==> src/hw/rtl/yuv2rgb_pkg.sv <==
// ----------------------------------------------------------------------------
// yuv2rgb_pkg
// Shared types and coefficients for the BT.601 video-range YUV to RGB pipeline.
// ----------------------------------------------------------------------------
package yuv2rgb_pkg;

    // input mode codes (any code with bit 1 set selects the packed word)
    localparam logic [1:0] MODE_FULL   = 2'd0;
    localparam logic [1:0] MODE_QUANT  = 2'd1;
    localparam logic [1:0] MODE_PACKED = 2'd2;

    // conversion coefficients, scaled by 256
    localparam logic signed [10:0] COEF_Y  = 11'sd298;
    localparam logic signed [10:0] COEF_RV = 11'sd409;
    localparam logic signed [10:0] COEF_GU = 11'sd100;
    localparam logic signed [10:0] COEF_GV = 11'sd208;
    localparam logic signed [10:0] COEF_BU = 11'sd516;

    // sample offsets, rounding term and clip limit
    localparam logic [7:0]         LUMA_OFFSET   = 8'd16;
    localparam logic [7:0]         CHROMA_OFFSET = 8'd128;
    localparam logic signed [8:0]  ROUND_BIAS    = 9'sd128;
    localparam logic signed [11:0] CLIP_MAX      = 12'sd255;

    // offset samples after the front end
    typedef struct packed {
        logic signed [8:0] c;   // y - 16
        logic signed [7:0] d;   // u - 128
        logic signed [7:0] e;   // v - 128
    } offs_t;

    // scaled terms after the multiplier stage
    typedef struct packed {
        logic signed [17:0] y_term;    // 298 * c
        logic signed [16:0] rv_term;   // 409 * e
        logic signed [14:0] gu_term;   // 100 * d
        logic signed [15:0] gv_term;   // 208 * e
        logic signed [17:0] bu_term;   // 516 * d
    } prod_t;

endpackage

==> src/hw/rtl/yuv2rgb_unpack.sv <==
// ----------------------------------------------------------------------------
// yuv2rgb_unpack
// Stage 1: selects the sample source by mode, re-expands quantized samples
// and removes the video-range offsets.
// ----------------------------------------------------------------------------
module yuv2rgb_unpack
(
    input  logic                 clk,
    input  logic                 rst_n,
    input  logic                 in_valid,
    input  logic [1:0]           mode,
    input  logic [7:0]           luma,
    input  logic [7:0]           blue_diff,
    input  logic [7:0]           red_diff,
    input  logic [15:0]          packed_yuv,
    output logic                 out_valid,
    output yuv2rgb_pkg::offs_t   offs
);
    import yuv2rgb_pkg::*;

    logic        valid_reg;
    offs_t       offs_reg;
    offs_t       offs_next;
    logic [7:0]  y_sel;
    logic [7:0]  u_sel;
    logic [7:0]  v_sel;

    // widen a 5-bit sample back to 8 bits by bit replication
    function automatic logic [7:0] expand5(input logic [4:0] s5);
        return {s5, s5[4:2]};
    endfunction

    // source select per mode
    always_comb
    begin
        case (mode)
            MODE_FULL:
            begin
                y_sel = luma;
                u_sel = blue_diff;
                v_sel = red_diff;
            end
            MODE_QUANT:
            begin
                y_sel = expand5(luma[7:3]);
                u_sel = expand5(blue_diff[7:3]);
                v_sel = expand5(red_diff[7:3]);
            end
            default:
            begin
                y_sel = expand5(packed_yuv[14:10]);
                u_sel = expand5(packed_yuv[9:5]);
                v_sel = expand5(packed_yuv[4:0]);
            end
        endcase
    end

    // offset removal
    always_comb
    begin
        offs_next.c = signed'({1'b0, y_sel}) - signed'({1'b0, LUMA_OFFSET});
        offs_next.d = signed'(u_sel ^ CHROMA_OFFSET);
        offs_next.e = signed'(v_sel ^ CHROMA_OFFSET);
    end

    // stage valid
    always_ff @(posedge clk or negedge rst_n)
    begin
        if (!rst_n)
            valid_reg <= 1'b0;
        else
            valid_reg <= in_valid;
    end

    // stage payload
    always_ff @(posedge clk)
    begin
        offs_reg <= offs_next;
    end

    assign out_valid = valid_reg;
    assign offs      = offs_reg;

endmodule

==> src/hw/rtl/yuv2rgb_mult.sv <==
// ----------------------------------------------------------------------------
// yuv2rgb_mult
// Stage 2: forms the five constant-coefficient products.
// ----------------------------------------------------------------------------
module yuv2rgb_mult
(
    input  logic                 clk,
    input  logic                 rst_n,
    input  logic                 in_valid,
    input  yuv2rgb_pkg::offs_t   offs,
    output logic                 out_valid,
    output yuv2rgb_pkg::prod_t   prod
);
    import yuv2rgb_pkg::*;

    logic   valid_reg;
    prod_t  prod_reg;
    prod_t  prod_next;

    // constant multiplies, each sized to its exact range
    always_comb
    begin
        prod_next.y_term  = 18'(offs.c) * 18'(COEF_Y);
        prod_next.rv_term = 17'(offs.e) * 17'(COEF_RV);
        prod_next.gu_term = 15'(offs.d) * 15'(COEF_GU);
        prod_next.gv_term = 16'(offs.e) * 16'(COEF_GV);
        prod_next.bu_term = 18'(offs.d) * 18'(COEF_BU);
    end

    // stage valid
    always_ff @(posedge clk or negedge rst_n)
    begin
        if (!rst_n)
            valid_reg <= 1'b0;
        else
            valid_reg <= in_valid;
    end

    // stage payload
    always_ff @(posedge clk)
    begin
        prod_reg <= prod_next;
    end

    assign out_valid = valid_reg;
    assign prod      = prod_reg;

endmodule

==> src/hw/rtl/yuv2rgb_sum_clip.sv <==
// ----------------------------------------------------------------------------
// yuv2rgb_sum_clip
// Stage 3: sums the terms per channel with rounding, scales by 1/256 with
// floor, clips to 0..255 and packs RGB565.
// ----------------------------------------------------------------------------
module yuv2rgb_sum_clip
(
    input  logic                 clk,
    input  logic                 rst_n,
    input  logic                 in_valid,
    input  yuv2rgb_pkg::prod_t   prod,
    output logic                 out_valid,
    output logic [7:0]           red,
    output logic [7:0]           green,
    output logic [7:0]           blue,
    output logic [15:0]          rgb565
);
    import yuv2rgb_pkg::*;

    logic               valid_reg;
    logic [7:0]         red_reg;
    logic [7:0]         green_reg;
    logic [7:0]         blue_reg;
    logic [15:0]        rgb565_reg;
    logic signed [19:0] r_acc;
    logic signed [19:0] g_acc;
    logic signed [19:0] b_acc;
    logic [7:0]         red_next;
    logic [7:0]         green_next;
    logic [7:0]         blue_next;

    // floor divide by 256 and clip to 0..255
    function automatic logic [7:0] scale_clip(input logic signed [19:0] acc);
        logic signed [11:0] q;
        q = acc[19:8];
        if (q < 12'sd0)
            return 8'd0;
        else if (q > CLIP_MAX)
            return 8'hFF;
        else
            return q[7:0];
    endfunction

    // channel sums
    always_comb
    begin
        r_acc = 20'(prod.y_term) + 20'(prod.rv_term) + 20'(ROUND_BIAS);
        g_acc = 20'(prod.y_term) - 20'(prod.gu_term) - 20'(prod.gv_term)
              + 20'(ROUND_BIAS);
        b_acc = 20'(prod.y_term) + 20'(prod.bu_term) + 20'(ROUND_BIAS);
        red_next   = scale_clip(r_acc);
        green_next = scale_clip(g_acc);
        blue_next  = scale_clip(b_acc);
    end

    // result strobe
    always_ff @(posedge clk or negedge rst_n)
    begin
        if (!rst_n)
            valid_reg <= 1'b0;
        else
            valid_reg <= in_valid;
    end

    // result payload
    always_ff @(posedge clk)
    begin
        red_reg    <= red_next;
        green_reg  <= green_next;
        blue_reg   <= blue_next;
        rgb565_reg <= {red_next[7:3], green_next[7:2], blue_next[7:3]};
    end

    assign out_valid = valid_reg;
    assign red       = red_reg;
    assign green     = green_reg;
    assign blue      = blue_reg;
    assign rgb565    = rgb565_reg;

endmodule

==> src/hw/rtl/yuv_to_rgb_converter_core.sv <==
// ----------------------------------------------------------------------------
// yuv_to_rgb_converter_core
// BT.601 video-range YUV to RGB888 / RGB565 converter, three-stage pipeline.
//
// usage:
//   - input beat: drive luma, blue_diff, red_diff and packed_yuv and raise
//     start; the beat is taken at any edge where start is high and busy is
//     low. busy is always low, so one pixel can enter every cycle.
//   - result beat: red, green, blue and rgb565 are valid for the single cycle
//     in which done is high; the receiver must take it then.
//   - the result passes through the three register stages (unpack/offset,
//     constant multiply, sum/scale/clip) in that order; throughput one pixel
//     per clock, since no stage ever holds a beat back.
//   - mode_we / mode_wdata write the 2-bit input mode (0 full 8-bit yuv,
//     1 8-bit yuv quantized to 555, 2 or 3 packed yuv555 word); change it
//     only while no pixel is in flight.
//   - reset clears the mode to full 8-bit and empties the pipeline; no
//     clearing pass is needed. the receiver cannot stall the block.
// ----------------------------------------------------------------------------
module yuv_to_rgb_converter_core
(
    input  logic        clk,
    input  logic        rst_n,
    input  logic        mode_we,
    input  logic [1:0]  mode_wdata,
    input  logic        start,
    output logic        busy,
    input  logic [7:0]  luma,
    input  logic [7:0]  blue_diff,
    input  logic [7:0]  red_diff,
    input  logic [15:0] packed_yuv,
    output logic        done,
    output logic [7:0]  red,
    output logic [7:0]  green,
    output logic [7:0]  blue,
    output logic [15:0] rgb565
);
    import yuv2rgb_pkg::*;

    logic [1:0] mode_reg;
    logic [1:0] mode_next;
    logic       accept;
    logic       s1_valid;
    logic       s2_valid;
    offs_t      s1_offs;
    prod_t      s2_prod;

    // mode register
    always_comb
    begin
        mode_next = mode_we ? mode_wdata : mode_reg;
    end

    always_ff @(posedge clk or negedge rst_n)
    begin
        if (!rst_n)
            mode_reg <= MODE_FULL;
        else
            mode_reg <= mode_next;
    end

    // the pipeline never stalls
    assign busy   = 1'b0;
    assign accept = start && !busy;

    // stage 1: source select and offsets
    yuv2rgb_unpack u_unpack
    (
        .clk        (clk),
        .rst_n      (rst_n),
        .in_valid   (accept),
        .mode       (mode_reg),
        .luma       (luma),
        .blue_diff  (blue_diff),
        .red_diff   (red_diff),
        .packed_yuv (packed_yuv),
        .out_valid  (s1_valid),
        .offs       (s1_offs)
    );

    // stage 2: coefficient products
    yuv2rgb_mult u_mult
    (
        .clk       (clk),
        .rst_n     (rst_n),
        .in_valid  (s1_valid),
        .offs      (s1_offs),
        .out_valid (s2_valid),
        .prod      (s2_prod)
    );

    // stage 3: sum, scale, clip, pack
    yuv2rgb_sum_clip u_sum_clip
    (
        .clk       (clk),
        .rst_n     (rst_n),
        .in_valid  (s2_valid),
        .prod      (s2_prod),
        .out_valid (done),
        .red       (red),
        .green     (green),
        .blue      (blue),
        .rgb565    (rgb565)
    );

    // every accepted beat yields a result beat on done
    assert property (@(posedge clk) disable iff (!rst_n)
        accept |-> ##3 done)
        else $error("accepted beat did not produce a result");

    // no stage-2 valid without an accepted beat that has passed stage 1
    assert property (@(posedge clk) disable iff (!rst_n)
        s2_valid |-> $past(accept, 2))
        else $error("pipeline valid without a matching input beat");

    // packed output agrees with the 8-bit channels
    assert property (@(posedge clk) disable iff (!rst_n)
        done |-> (rgb565[15:11] == red[7:3]) && (rgb565[10:5] == green[7:2])
                 && (rgb565[4:0] == blue[7:3]))
        else $error("rgb565 packing mismatch");

    // mode follows the last write
    assert property (@(posedge clk) disable iff (!rst_n)
        mode_we |=> mode_reg == $past(mode_wdata))
        else $error("mode register missed a write");

endmodule
==> config.mk <==
export PLATFORM = sky130hd
export DESIGN_NAME = yuv_to_rgb_converter_core
export DESIGN_NICKNAME = d
export VERILOG_FILES = /design/src/hw/rtl/yuv2rgb_pkg.sv /design/src/hw/rtl/yuv2rgb_unpack.sv /design/src/hw/rtl/yuv2rgb_mult.sv /design/src/hw/rtl/yuv2rgb_sum_clip.sv /design/src/hw/rtl/yuv_to_rgb_converter_core.sv
export SDC_FILE = /design/constraint.sdc
export NUM_CORES = 1
export LEC_CHECK = 0
export ABC_CLOCK_PERIOD_IN_PS = 3850
export CAP_MARGIN = 20
export CORE_MARGIN = 4
export CORE_UTILIZATION = 59
export DETAILED_ROUTE_END_ITERATION = 8
export DONT_BUFFER_PORTS = 1
export PLACE_DENSITY = 0.74
export SLEW_MARGIN = 15
export SYNTH_ARGS = -nofsm -noshare
export SYNTH_HDL_FRONTEND = slang
export SYNTH_SLANG_ARGS = --single-unit
export TNS_END_PERCENT = 5
==> constraint.sdc <==
create_clock -name clk -period 3.85 [get_ports clk]
set_clock_uncertainty 0.1 [all_clocks]
set_input_delay 0 -clock clk [delete_from_list [all_inputs] [get_ports clk]]
set_output_delay 0 -clock clk [all_outputs]
set_load 0.02 [all_outputs]
# Yosys cells after proc, flatten, opt, wreduce, memory -nomap -nowiden

Cells that the tools add are included.

Register bits: 145
Input bits: 46
Output and inout bits: 42
Logic and storage cells: 51

$add $sub $neg: 8
Multiply operators: 5
Magnitude comparators: 6
Eq/ne operators: 1
Muxes and demuxes: 9
Bitwise gates (word level): 2
Reduce and logical (&&, ||, !) cells: 1

Operators with widths:

| operator                                                                          | number |
|---|---|
| 20-bit by 9-bit adder with 20-bit output (second input constant)                  | 3 |
| 8-bit two-way mux                                                                 | 6 |
| 8-bit case mux with 2 select lines                                                | 3 |
| 12-bit by 9-bit greater-than comparator with 1-bit output (second input constant) | 3 |
| 12-bit by 1-bit less-than comparator with 1-bit output (second input constant)    | 3 |
| 19-bit by 16-bit subtractor with 20-bit output                                    | 1 |
| 18-bit by 17-bit adder with 19-bit output                                         | 1 |
| 18-bit by 18-bit adder with 19-bit output                                         | 1 |
| 18-bit by 15-bit subtractor with 19-bit output                                    | 1 |
| 8-bit by 10-bit multiplier with 17-bit output (second input constant)             | 1 |
| 9-bit by 9-bit multiplier with 17-bit output (second input constant)              | 1 |
| 8-bit by 9-bit multiplier with 16-bit output (second input constant)              | 1 |
| 8-bit by 6-bit multiplier with 13-bit output (second input constant)              | 1 |
| 8-bit by 5-bit multiplier with 12-bit output (second input constant)              | 1 |
| 8-bit by 5-bit subtractor with 9-bit output (second input constant)               | 1 |
| 2-bit by 1-bit == test with 1-bit output (second input constant)                  | 1 |
| 2-bit zero test                                                                   | 1 |
| 1-bit inverter                                                                    | 2 |

# Depth between registers and ports, before layout

Gate-level depths: netlist of run 1.

Word-level depth: 6
Mapped depth: 19
Gate-level depth less buffers: 19

# Modules after synthesis

From an unflattened synthesis of run 1, not the netlist that was laid out.

Cells, all modules: 1,045
Area total of the unflattened synthesis: 10,470.0 um^2

Modules (own cells, without submodules):

| module                    | times used | cells each | area an instance (um^2) | sequential area each (um^2) |
|---|---|---|---|---|
| yuv2rgb_mult              | 1          | 536        | 5,652.9                 | 1,426.4 |
| yuv2rgb_sum_clip          | 1          | 429        | 3,789.9                 | 505.5 |
| yuv2rgb_unpack            | 1          | 74         | 943.4                   | 525.5 |
| yuv_to_rgb_converter_core | 1          | 6          | 83.8                    | 50.0 |

# Worst setup path after synthesis of run 1

OpenSTA, ideal clock, no wires.

Path type: reg2reg
Start point: register u_unpack.offs_reg, in the netlist u_unpack.offs[6]
End point: register u_mult.prod_reg, in the netlist u_mult.prod[65]
Setup time: 0.121 ns
Data arrival time: 4.020 ns
Data required time: 3.629 ns
Setup slack: -0.391 ns
Cell stages (with the launch flop): 15
Path buffers: 0
Period minus slack after synthesis: 4.241 ns
Path through: dfxtp_1 -> fa_1 -> inv_1 -> fa_1 -> fa_1 -> fa_1 -> inv_1 -> ha_1 -> a21oi_1 -> o21bai_1 -> a21oi_1 -> nor2b_1 -> o21a_1 -> o41a_1 -> xnor2_1

RTL lines:

| what                     | line                 | text |
|---|---|---|
| start: declaration       | yuv2rgb_unpack.sv:22 | `offs_t offs_reg;` |
| start signal: assignment | yuv2rgb_unpack.sv:78 | `offs_reg <= offs_next;` |
| end signal: assignment   | yuv2rgb_mult.sv:42   | `prod_reg <= prod_next;` |
| end: declaration         | yuv2rgb_mult.sv:17   | `prod_t prod_reg;` |

==> metrics, run 1 <==
slew at the pin with the worst max-slew slack around 500 ps; WP buf/inv 2; nets@finish approximately 1500; Port Buffer Count 0; Max-slew headroom 66.2%; cell family with the largest share of critical-path delay adder cells; vias in the first global route around 7700; n_diodes 0; first-pass GRT wire length about 37000 microns; Crit path depth 14; RSZ-0062 raised after global routing yes; CTS Buf Count 17; Synth Cell Area around 10000 sq um; post-synthesis sequential area ratio around 24%; Warnings, synthesis 0; Hold WS between 30 and 40 ps; vias per cell 5.34; CP Class reg -> reg; clock tree buffer depth 2; GPL Wtd Cong ~0.88; final count of hold timing violations 0; FF/Latch Area 2520 sq um; status complete, but fails checks; required time worst endpoint between 4000 and 5000 ps; predominant post-synthesis flop cell dfxtp_1; top cell type's share of synthesized area between 20% and 30%; max FFs per register 70; DRT Pass-1 Iters 4; Setup crit start u_unpack.offs[6]$_DFF_P_; Unique masters post-synth 75; DR WL met2 between 10000 and 15000 microns; # clock sinks about 120; reg-to-reg endpoint u_mult.prod[65]$_DFF_P_; # DRC 0; count leader, synth ha_1; Synth area leader ha_1; post-route minimum period around 4000 ps; FMAX between 200 and 250 MHz; htree depth 4; Site Rows 48; total vias in the final route between 7000 and 8000; area grow syn2layout 17.3%; WL met1 roughly 9700 microns; Die Ht 140 microns; setup slack, reg-to-reg -150 ps; CP Cell Sequence fa_1 -> inv_2 -> fa_1 -> fa_1 -> fa_1 -> inv_2 -> ha_4 -> a21oi_4 -> o21bai_1 -> a21oi_2 -> nor2b_1 -> o21a_1 -> o41a_1 -> xnor2_1; Finished Core Util between 70% and 80%; Worst-Skew Late Latency between 400 and 500 ps; core outline area between 15000 and 20000 sq um; Fillers 1224; io pins 88; WL/cell 16.3 microns; TNS Setup -207 ps; critical path peak fanout 3; Final Max Slew Viols 0; Max stage delay on crit path around 570 ps; CTS root buf clkbuf_16; DRT Wirelength roughly 23000 microns; Most common cell on crit path fa_1; Crit. End Element flip-flop; Worst R2R Path Depth 14; most area-consuming cells after synthesis ha_1, dfxtp_1, fa_1; Hold WC Path Type in -> reg; ratio of cells with drive above 1 in the final layout 14.2%; Worst Path Arrival between 4000 and 5000 ps; grt total ovfl 0; final setup vio count 3; Cells after Synth about 1100; GRT Util Overall between 20% and 30%; syn nets 1372; Critical R2R Launch u_unpack.offs[6]$_DFF_P_; Worst path slowest cell fa_1; largest net degree at the start of global routing 34; ANT nets after route 0; violated checks setup timing; top routing layer in use met4; met3 wire length between 800 and 900 microns; Post-synth top cells ha_1, inv_1, dfxtp_1; Worst Setup EP u_mult.prod[65]$_DFF_P_; Max Cap Violations 0; final period utilization 104%; DR iter-0 viols ~350; FFs w/ async S/R, synth 4.03%; Die Width 140 microns; CTS tree done; Post-Syn Area per Cell between 9 and 10 sq um; CP startpoint kind flip-flop; min setup slack post-route -150 ps; full die area about 20000 sq um; Worst-path clk slew 60 ps; Yosys reg bits 124; dpl hpwl roughly 17000 microns; EDFF count, synth 0; initial core utilization 60.0%; antenna violations before repair 0; Multi-input gate area 7150 sq um
==> how the worst min path moves through the flow <==
stage          start                            to  slack, ps  cells after the start
5_1_grt        start  u_unpack.out_valid$_DFF_PN0_         30                      1
4_1_cts        start  u_unpack.out_valid$_DFF_PN0_         30                      1
6_report       start  u_unpack.out_valid$_DFF_PN0_         30                      1
3_5_place_dp   rst_n       mode_reg[1]$_DFFE_PN0P_       -400                      0
2_1_floorplan  rst_n       mode_reg[0]$_DFFE_PN0P_       -400                      0
3_3_place_gp   rst_n       mode_reg[1]$_DFFE_PN0P_       -400                      0
==> layer usage <==
metal | global-route usage [%] | vias up
met5 | 0 | -
met4 | 10.5 | 0
met3 | 4.27 | 50
met2 | 41.4 | 173
met1 | 28.7 | 3488
li1 | - | 3727
==> repair_timing <==
item                                    CTS  global route
hold buffers                             52             0
hold endpoints to repair                 33             0
endpoints found under the setup margin   20            32
buffers inserted                          4             0
gates cloned                              0             0
pin swaps                                13            11
gates resized for setup                  15            29
==> cells in the final DEF, fill, tap and decap left out, types with 4 or more instances in the layout <==
cell / count
nand2_1: 21
nor2b_1: 7
mux2_2: 9
mux2i_1: 16
a21oi_2: 11
a21oi_1: 43
dlygate4sd3_1: 52
o21bai_1: 18
fa_1: 52
ha_1: 209
xor2_1: 34
and3_1: 4
ha_4: 5
nand2b_1: 7
dfxtp_2: 7
dfxtp_1: 111
nand3_1: 8
buf_4: 55
clkinvlp_4: 4
nor2_1: 43
and2_1: 7
inv_1: 176
a21o_1: 23
dfrtp_1: 5
o21ai_0: 28
clkbuf_16: 17
a211oi_1: 4
xnor2_1: 65
o21a_1: 21
nor3_1: 10
==> kinds of logic (layout without fill, tap and decap cells) <==
kind of cell	Yosys count	in the layout	share of synthesized area, %
compound gates	191	191	12.3
xor+xnor	100	100	8.47
fa+ha+maj	269	269	36.4
buf+inv	208	318	8.63
flops	124	124	24.2
mux	26	26	2.63
other cells	1	1	0.0363
simple gates	139	139	7.34
==> through the flow <==
stage / setup slack (ps) / instances / instance area [sq um]
finish: -150 / 1393 / 12100
floorplan: -98.3 / 1058 / 10400
detailed placement: -237 / 1305 / 10800
global placement: -157 / 1305 / 10800
CTS: -152 / 1393 / 12000
global route: -279 / 1393 / 12100
==> final cells by class <==
type                    count  area share (%)
multi-input cells         726            59.0
clock buffers              19            3.65
repair buffers            108            7.79
well taps                 225            2.32
clock inverters            13           0.980
inverters                 178            5.51
flip-flops and latches    124            20.8
Power of run 1 is left out: the tool's default activity adds up to more than one toggle a clock period on the data nets, which glitch-free logic cannot reach.
==> run 2, diff against run 1 <==
ABC_AREA = 1   (was default)
CORE_UTILIZATION = 60   (was 59)
PLACE_DENSITY = 0.75   (was 0.74)
==> metrics, run 2 <==
status completed (was complete, but fails checks); full die area 21300 sq um (was 19700 sq um); WP buf/inv 2 (unchanged); Max Cap Violations 0 (unchanged); Worst-path clk slew 60 ps (about the same); GPL Wtd Cong 0.906 (was 0.878); DRT Pass-1 Iters 5 (was 4); RSZ-0062 raised after global routing yes (unchanged); io pins 88 (unchanged); cell family with the largest share of critical-path delay adder cells (unchanged); htree depth 4 (unchanged); post-synthesis sequential area ratio 22.0% (was 24.2%); critical path peak fanout 4 (was 3); Hold Path Stages 1 (unchanged); WL/cell 15.1 microns (was 16.3 microns); area grow syn2layout 14.4% (was 17.3%); core outline area 18700 sq um (was 17200 sq um); # clock sinks 124 (unchanged); dpl hpwl 20500 microns (was 16700 microns); Die Width 146 microns (was 140 microns); Final Max Slew Viols 0 (unchanged); Post-synth top cells inv_1, nand2_1, ha_1 (was ha_1, inv_1, dfxtp_1); largest net degree at the start of global routing 23 (was 34); Crit path depth 15 (was 14); Max stage delay on crit path 560 ps (was 570 ps); Worst R2R Path Depth 15 (was 14); syn nets 1790 (was 1372); CP Cell Sequence fa_1 -> inv_1 -> fa_1 -> fa_1 -> fa_1 -> inv_2 -> ha_4 -> nand2_2 -> nand2_2 -> a21oi_4 -> o21ai_2 -> a21oi_1 -> nor2_1 -> nor2_1 -> xnor2_1 (was fa_1 -> inv_2 -> fa_1 -> fa_1 -> fa_1 -> inv_2 -> ha_4 -> a21oi_4 -> o21bai_1 -> a21oi_2 -> nor2b_1 -> o21a_1 -> o41a_1 -> xnor2_1); Yosys reg bits 124 (unchanged); TNS Setup 0 ps (was -207 ps); vias in the first global route 9229 (was 7731); commonest cells after routing, fill and taps aside inv_1, nand2_1, ha_1, dfxtp_1, nand3_1 (was ha_1, inv_1, dfxtp_1, xnor2_1, buf_4); n_diodes 0 (unchanged); nets@finish 1869 (was 1469); clock tree buffer depth 2 (unchanged); Warnings, synthesis 0 (unchanged); post-route minimum period 3810 ps (was 4000 ps); first-pass GRT wire length 43400 microns (was 37200 microns); DRT Wirelength 27200 microns (was 22700 microns); Max-slew headroom 49.0% (was 66.2%); Worst path slowest cell fa_1 (unchanged); CTS Buf Count 17 (unchanged); antenna violations before repair 0 (unchanged); Hold WC Path Type in -> reg (unchanged); CP Class reg -> reg (unchanged); slew at the pin with the worst max-slew slack 763 ps (was 503 ps); Crit. End Element flip-flop (unchanged); Die Ht 146 microns (was 140 microns); grt total ovfl 0 (unchanged); Site Rows 50 (was 48); ANT nets after route 0 (unchanged); Unique masters post-synth 45 (was 75); CP startpoint kind flip-flop (unchanged); top cell type's share of synthesized area 23.6% (was 26.0%); EDFF count, synth 0 (unchanged); # DRC 0 (unchanged); CTS tree done (unchanged); commonest non-fill, non-tap cell in the layout inv_1 (was ha_1); vias per cell 5.24 (was 5.34); Port Buffer Count 0 (unchanged); Most common cell on crit path fa_1 (unchanged); total vias in the final route 9441 (was 7438); final setup vio count 0 (was 3); most area-consuming cells after synthesis ha_1, dfxtp_1, inv_1 (was ha_1, dfxtp_1, fa_1); final count of hold timing violations 0 (unchanged); CTS root buf clkbuf_16 (unchanged); Synth Cell Area 11400 sq um (was 10300 sq um); Worst-Skew Late Latency 420 ps (was 430 ps); initial core utilization 61.0% (was 60.0%); predominant post-synthesis flop cell dfxtp_1 (unchanged); Post-Syn Area per Cell 7.73 sq um (was 9.77 sq um); required time worst endpoint 4080 ps (was 4060 ps); DR iter-0 viols 450 (was 354); Synth area leader ha_1 (unchanged); ratio of cells with drive above 1 in the final layout 9.18% (was 14.2%); Cells after Synth 1476 (was 1058); Worst Path Arrival 4040 ps (was 4210 ps); FMAX 262 MHz (was 250 MHz); final period utilization 99.0% (was 104%); GRT Util Overall 25.2% (was 23.8%); FFs w/ async S/R, synth 4.03% (unchanged); max FFs per register 70 (unchanged)
## run 2: area by class of cell
cell class / count / area (sq um)
inverter: 309 / 1160
timing repair buffer: 81 / 746
fill: 1402 / 5660
clock buffer: 19 / 443
tap: 234 / 293
clock inverter: 13 / 166
multi-input combinational: 1022 / 7720
sequential: 124 / 2510
## run 2: metal layers
| layer | GRT usage [%] | vias to the layer above | routed length (microns) |
|---|---|---|---|
| met5 | 0 | - | 0 |
| met4 | 11.6 | 0 | 1190 |
| met3 | 4.58 | 71 | 1240 |
| met2 | 44.3 | 252 | 13300 |
| met1 | 30.0 | 4319 | 11500 |
| li1 | - | 4799 | - |
## run 2: cell families after synthesis
| group | synth area share, % |
|---|---|
| and+or+nand+nor | 20.7 |
| AOI/OAI and AO/OA | 6.99 |
| adders and majority gates | 32.9 |
| buffers and inverters | 11.4 |
| DFF | 22.0 |
| xor gates and xnor gates | 5.76 |
| other | 0.0329 |
| muxes | 0.187 |
## run 2: per-stage QoR
step | hold WS, ps | worst slack [ps] | cells | utilization [%] | instance area [sq um]
3_5_place_dp | -395 | -51.6 | 1709 | 62.6 | 11700
5_1_grt | 49.0 | -166 | 1802 | 69.7 | 13000
2_1_floorplan | -396 | 7.88 | 1476 | - | 11400
4_1_cts | 25.6 | 17.4 | 1797 | 68.9 | 12900
6_report | 45.4 | 38.4 | 1802 | 69.7 | 13000
3_3_place_gp | -395 | 44.1 | 1709 | 62.6 | 11700
## run 2: final timing paths
| kind | from | endpoint | slack (ps) |
|---|---|---|---|
| hold reg to reg | u_unpack.out_valid$_DFF_PN0_ | u_mult.out_valid$_DFF_PN0_ | 270 |
| min in group asynchronous | rst_n | u_sum_clip.out_valid$_DFF_PN0_ | 320 |
| hold / removal | start | u_unpack.out_valid$_DFF_PN0_ | 50 |
| setup / recovery | u_unpack.offs[7]$_DFF_P_ | u_mult.prod[64]$_DFF_P_ | 40 |
| max in group asynchronous | rst_n | mode_reg[0]$_DFFE_PN0P_ | 3110 |
| setup reg to reg | u_unpack.offs[7]$_DFF_P_ | u_mult.prod[64]$_DFF_P_ | 40 |
## run 2: repair_timing
item / CTS / global route
hold buffers: 55 / 0
buffers inserted: 1 / 5
endpoints found under the hold margin: 33 / 0
setup endpoints to repair: 5 / 8
pin swaps: 0 / 15
resized for setup: 4 / 25
Power of run 2 is left out for the same reason.
==> run 3, diff against run 2 <==
CORE_UTILIZATION = 61   (was 60)
CTS_BUF_LIST = sky130_fd_sc_hd__clkbuf_8   (was default)
PLACE_DENSITY = 0.76   (was 0.75)
==> metrics, run 3 (synthesis results as in run 2) <==
status completed (unchanged); core outline area 18100 sq um (was 18700 sq um); GPL Wtd Cong 0.896 (was 0.906); htree depth 4 (unchanged); final count of hold timing violations 0 (unchanged); CP Class reg -> reg (unchanged); max FFs per register 70 (unchanged); ANT nets after route 0 (unchanged); full die area 20900 sq um (was 21300 sq um); CP startpoint kind flip-flop (unchanged); # DRC 0 (unchanged); grt total ovfl 0 (unchanged); ratio of cells with drive above 1 in the final layout 8.86% (was 9.18%); Die Width 145 microns (was 146 microns); final period utilization 98.6% (was 99.0%); CTS root buf clkbuf_8 (was clkbuf_16); Max Cap Violations 0 (unchanged); Final Instance Count excl. Fillers 1797 (was 1802); Site Rows 49 (was 50); vias in the first global route 9353 (was 9229); Port Buffer Count 0 (unchanged); Worst-Skew Late Latency 460 ps (was 420 ps); DRT Wirelength 26900 microns (was 27200 microns); commonest cells after routing, fill and taps aside nand2_1, inv_1, ha_1, dfxtp_1, nand3_1 (was inv_1, nand2_1, ha_1, dfxtp_1, nand3_1); Crit. End Element flip-flop (unchanged); DRT Pass-1 Iters 6 (was 5); area grow syn2layout 11.8% (was 14.4%); RSZ-0062 raised after global routing yes (unchanged); cell count after placement 1705 (was 1709); post-route minimum period 3800 ps (was 3810 ps); Worst-path clk slew 80 ps (was 60 ps); required time worst endpoint 4130 ps (was 4080 ps); commonest non-fill, non-tap cell in the layout nand2_1 (was inv_1); Hold WC Path Type in -> reg (unchanged); Die Ht 145 microns (was 146 microns); CTS tree done (unchanged); DR iter-0 viols 363 (was 450); first-pass GRT wire length 43500 microns (was 43400 microns); initial core utilization 62.8% (was 61.0%); clock tree buffer depth 2 (unchanged); total vias in the final route 9402 (was 9441); Worst Path Arrival 4080 ps (was 4040 ps); WL/cell 15.0 microns (was 15.1 microns); CTS Buf Count 17 (unchanged); antenna violations before repair 0 (unchanged); slew at the pin with the worst max-slew slack 791 ps (was 763 ps); largest net degree at the start of global routing 23 (unchanged); Max-slew headroom 47.1% (was 49.0%); # clock sinks 124 (unchanged); n_diodes 0 (unchanged); Final Max Slew Viols 0 (unchanged); final setup vio count 0 (unchanged); vias per cell 5.23 (was 5.24); GRT Util Overall 26.5% (was 25.2%); io pins 88 (unchanged); critical path peak fanout 4 (unchanged); FMAX 263 MHz (was 262 MHz); dpl hpwl 20800 microns (was 20500 microns); nets@finish 1869 (unchanged)
-- run 3: changes by cell type in the layout (fill, tap and decap cells not counted), sizes merged --
cell | before | now
bufinv | 3 | 0
buf | 26 | 25
inv | 310 | 316
clkinvlp | 3 | 2
dlygate4sd3 | 55 | 56
clkbuf | 19 | 18
clkinv | 6 | 5
-- run 3: cell type report --
cell class / instances / area [sq um]
Tap cell: 229 / 287
Inverter: 309 / 1160
Fill cell: 1416 / 5400
Clock buffer: 18 / 248
Timing Repair Buffer: 81 / 748
Sequential cell: 124 / 2510
Multi-Input combinational cell: 1022 / 7690
Clock inverter: 14 / 110
-- run 3: critical path, cell delays in order (launching register included) --
cell,delay [ps]
dfxtp_2,340
fa_1,560
inv_1,60
fa_1,460
fa_1,510
fa_1,530
inv_2,50
ha_4,280
nand2_1,60
nor2_1,130
a21oi_2,90
o21ai_2,180
nand3_1,110
nand2_1,100
xor2_1,160
-- run 3: routing by layer --
metal / up-vias / wire length (microns) / track usage, %
met3: 71 / 1180 / 5.13
met5: - / 0 / 0
li1: 4800 / - / -
met2: 243 / 13000 / 46.7
met4: 0 / 1160 / 11.2
met1: 4288 / 11500 / 31.4
-- run 3: repair_timing --
item,CTS,global route
gates resized for setup,4,20
pin swaps,1,9
hold buffers,56,0
setup endpoints to repair,4,12
hold endpoints to repair,33,0
setup buffers,0,4
-- run 3: through the flow --
step	cell area, sq um	setup WS (ps)	hold WS, ps	setup TNS [ps]	utilization [%]
after detailed placement	11700	-81.9	-395	-144	64.5
after global routing	12800	-95.5	114	-202	70.3
after CTS	12600	26.7	63.0	0	69.7
final	12800	54.4	105	0	70.3
after global placement	11700	42.6	-395	0	64.5
after floorplan	11400	7.88	-396	0	-
-- run 3: path summary, 6_finish.rpt --
check	end	from	slack, ps	cells past startpoint
worst max-delay path	u_mult.prod[65]$_DFF_P_	u_unpack.offs[6]$_DFF_P_	50	14
worst min-delay path	u_unpack.offs[4]$_DFF_P_	packed_yuv[1]	100	3
worst max register to register	u_mult.prod[65]$_DFF_P_	u_unpack.offs[6]$_DFF_P_	50	14
worst min register to register	u_sum_clip.out_valid$_DFF_PN0_	u_mult.out_valid$_DFF_PN0_	270	0
max in group asynchronous	mode_reg[0]$_DFFE_PN0P_	rst_n	3180	2
min in group asynchronous	u_mult.out_valid$_DFF_PN0_	rst_n	270	2
Power of run 3 is left out for the same reason.
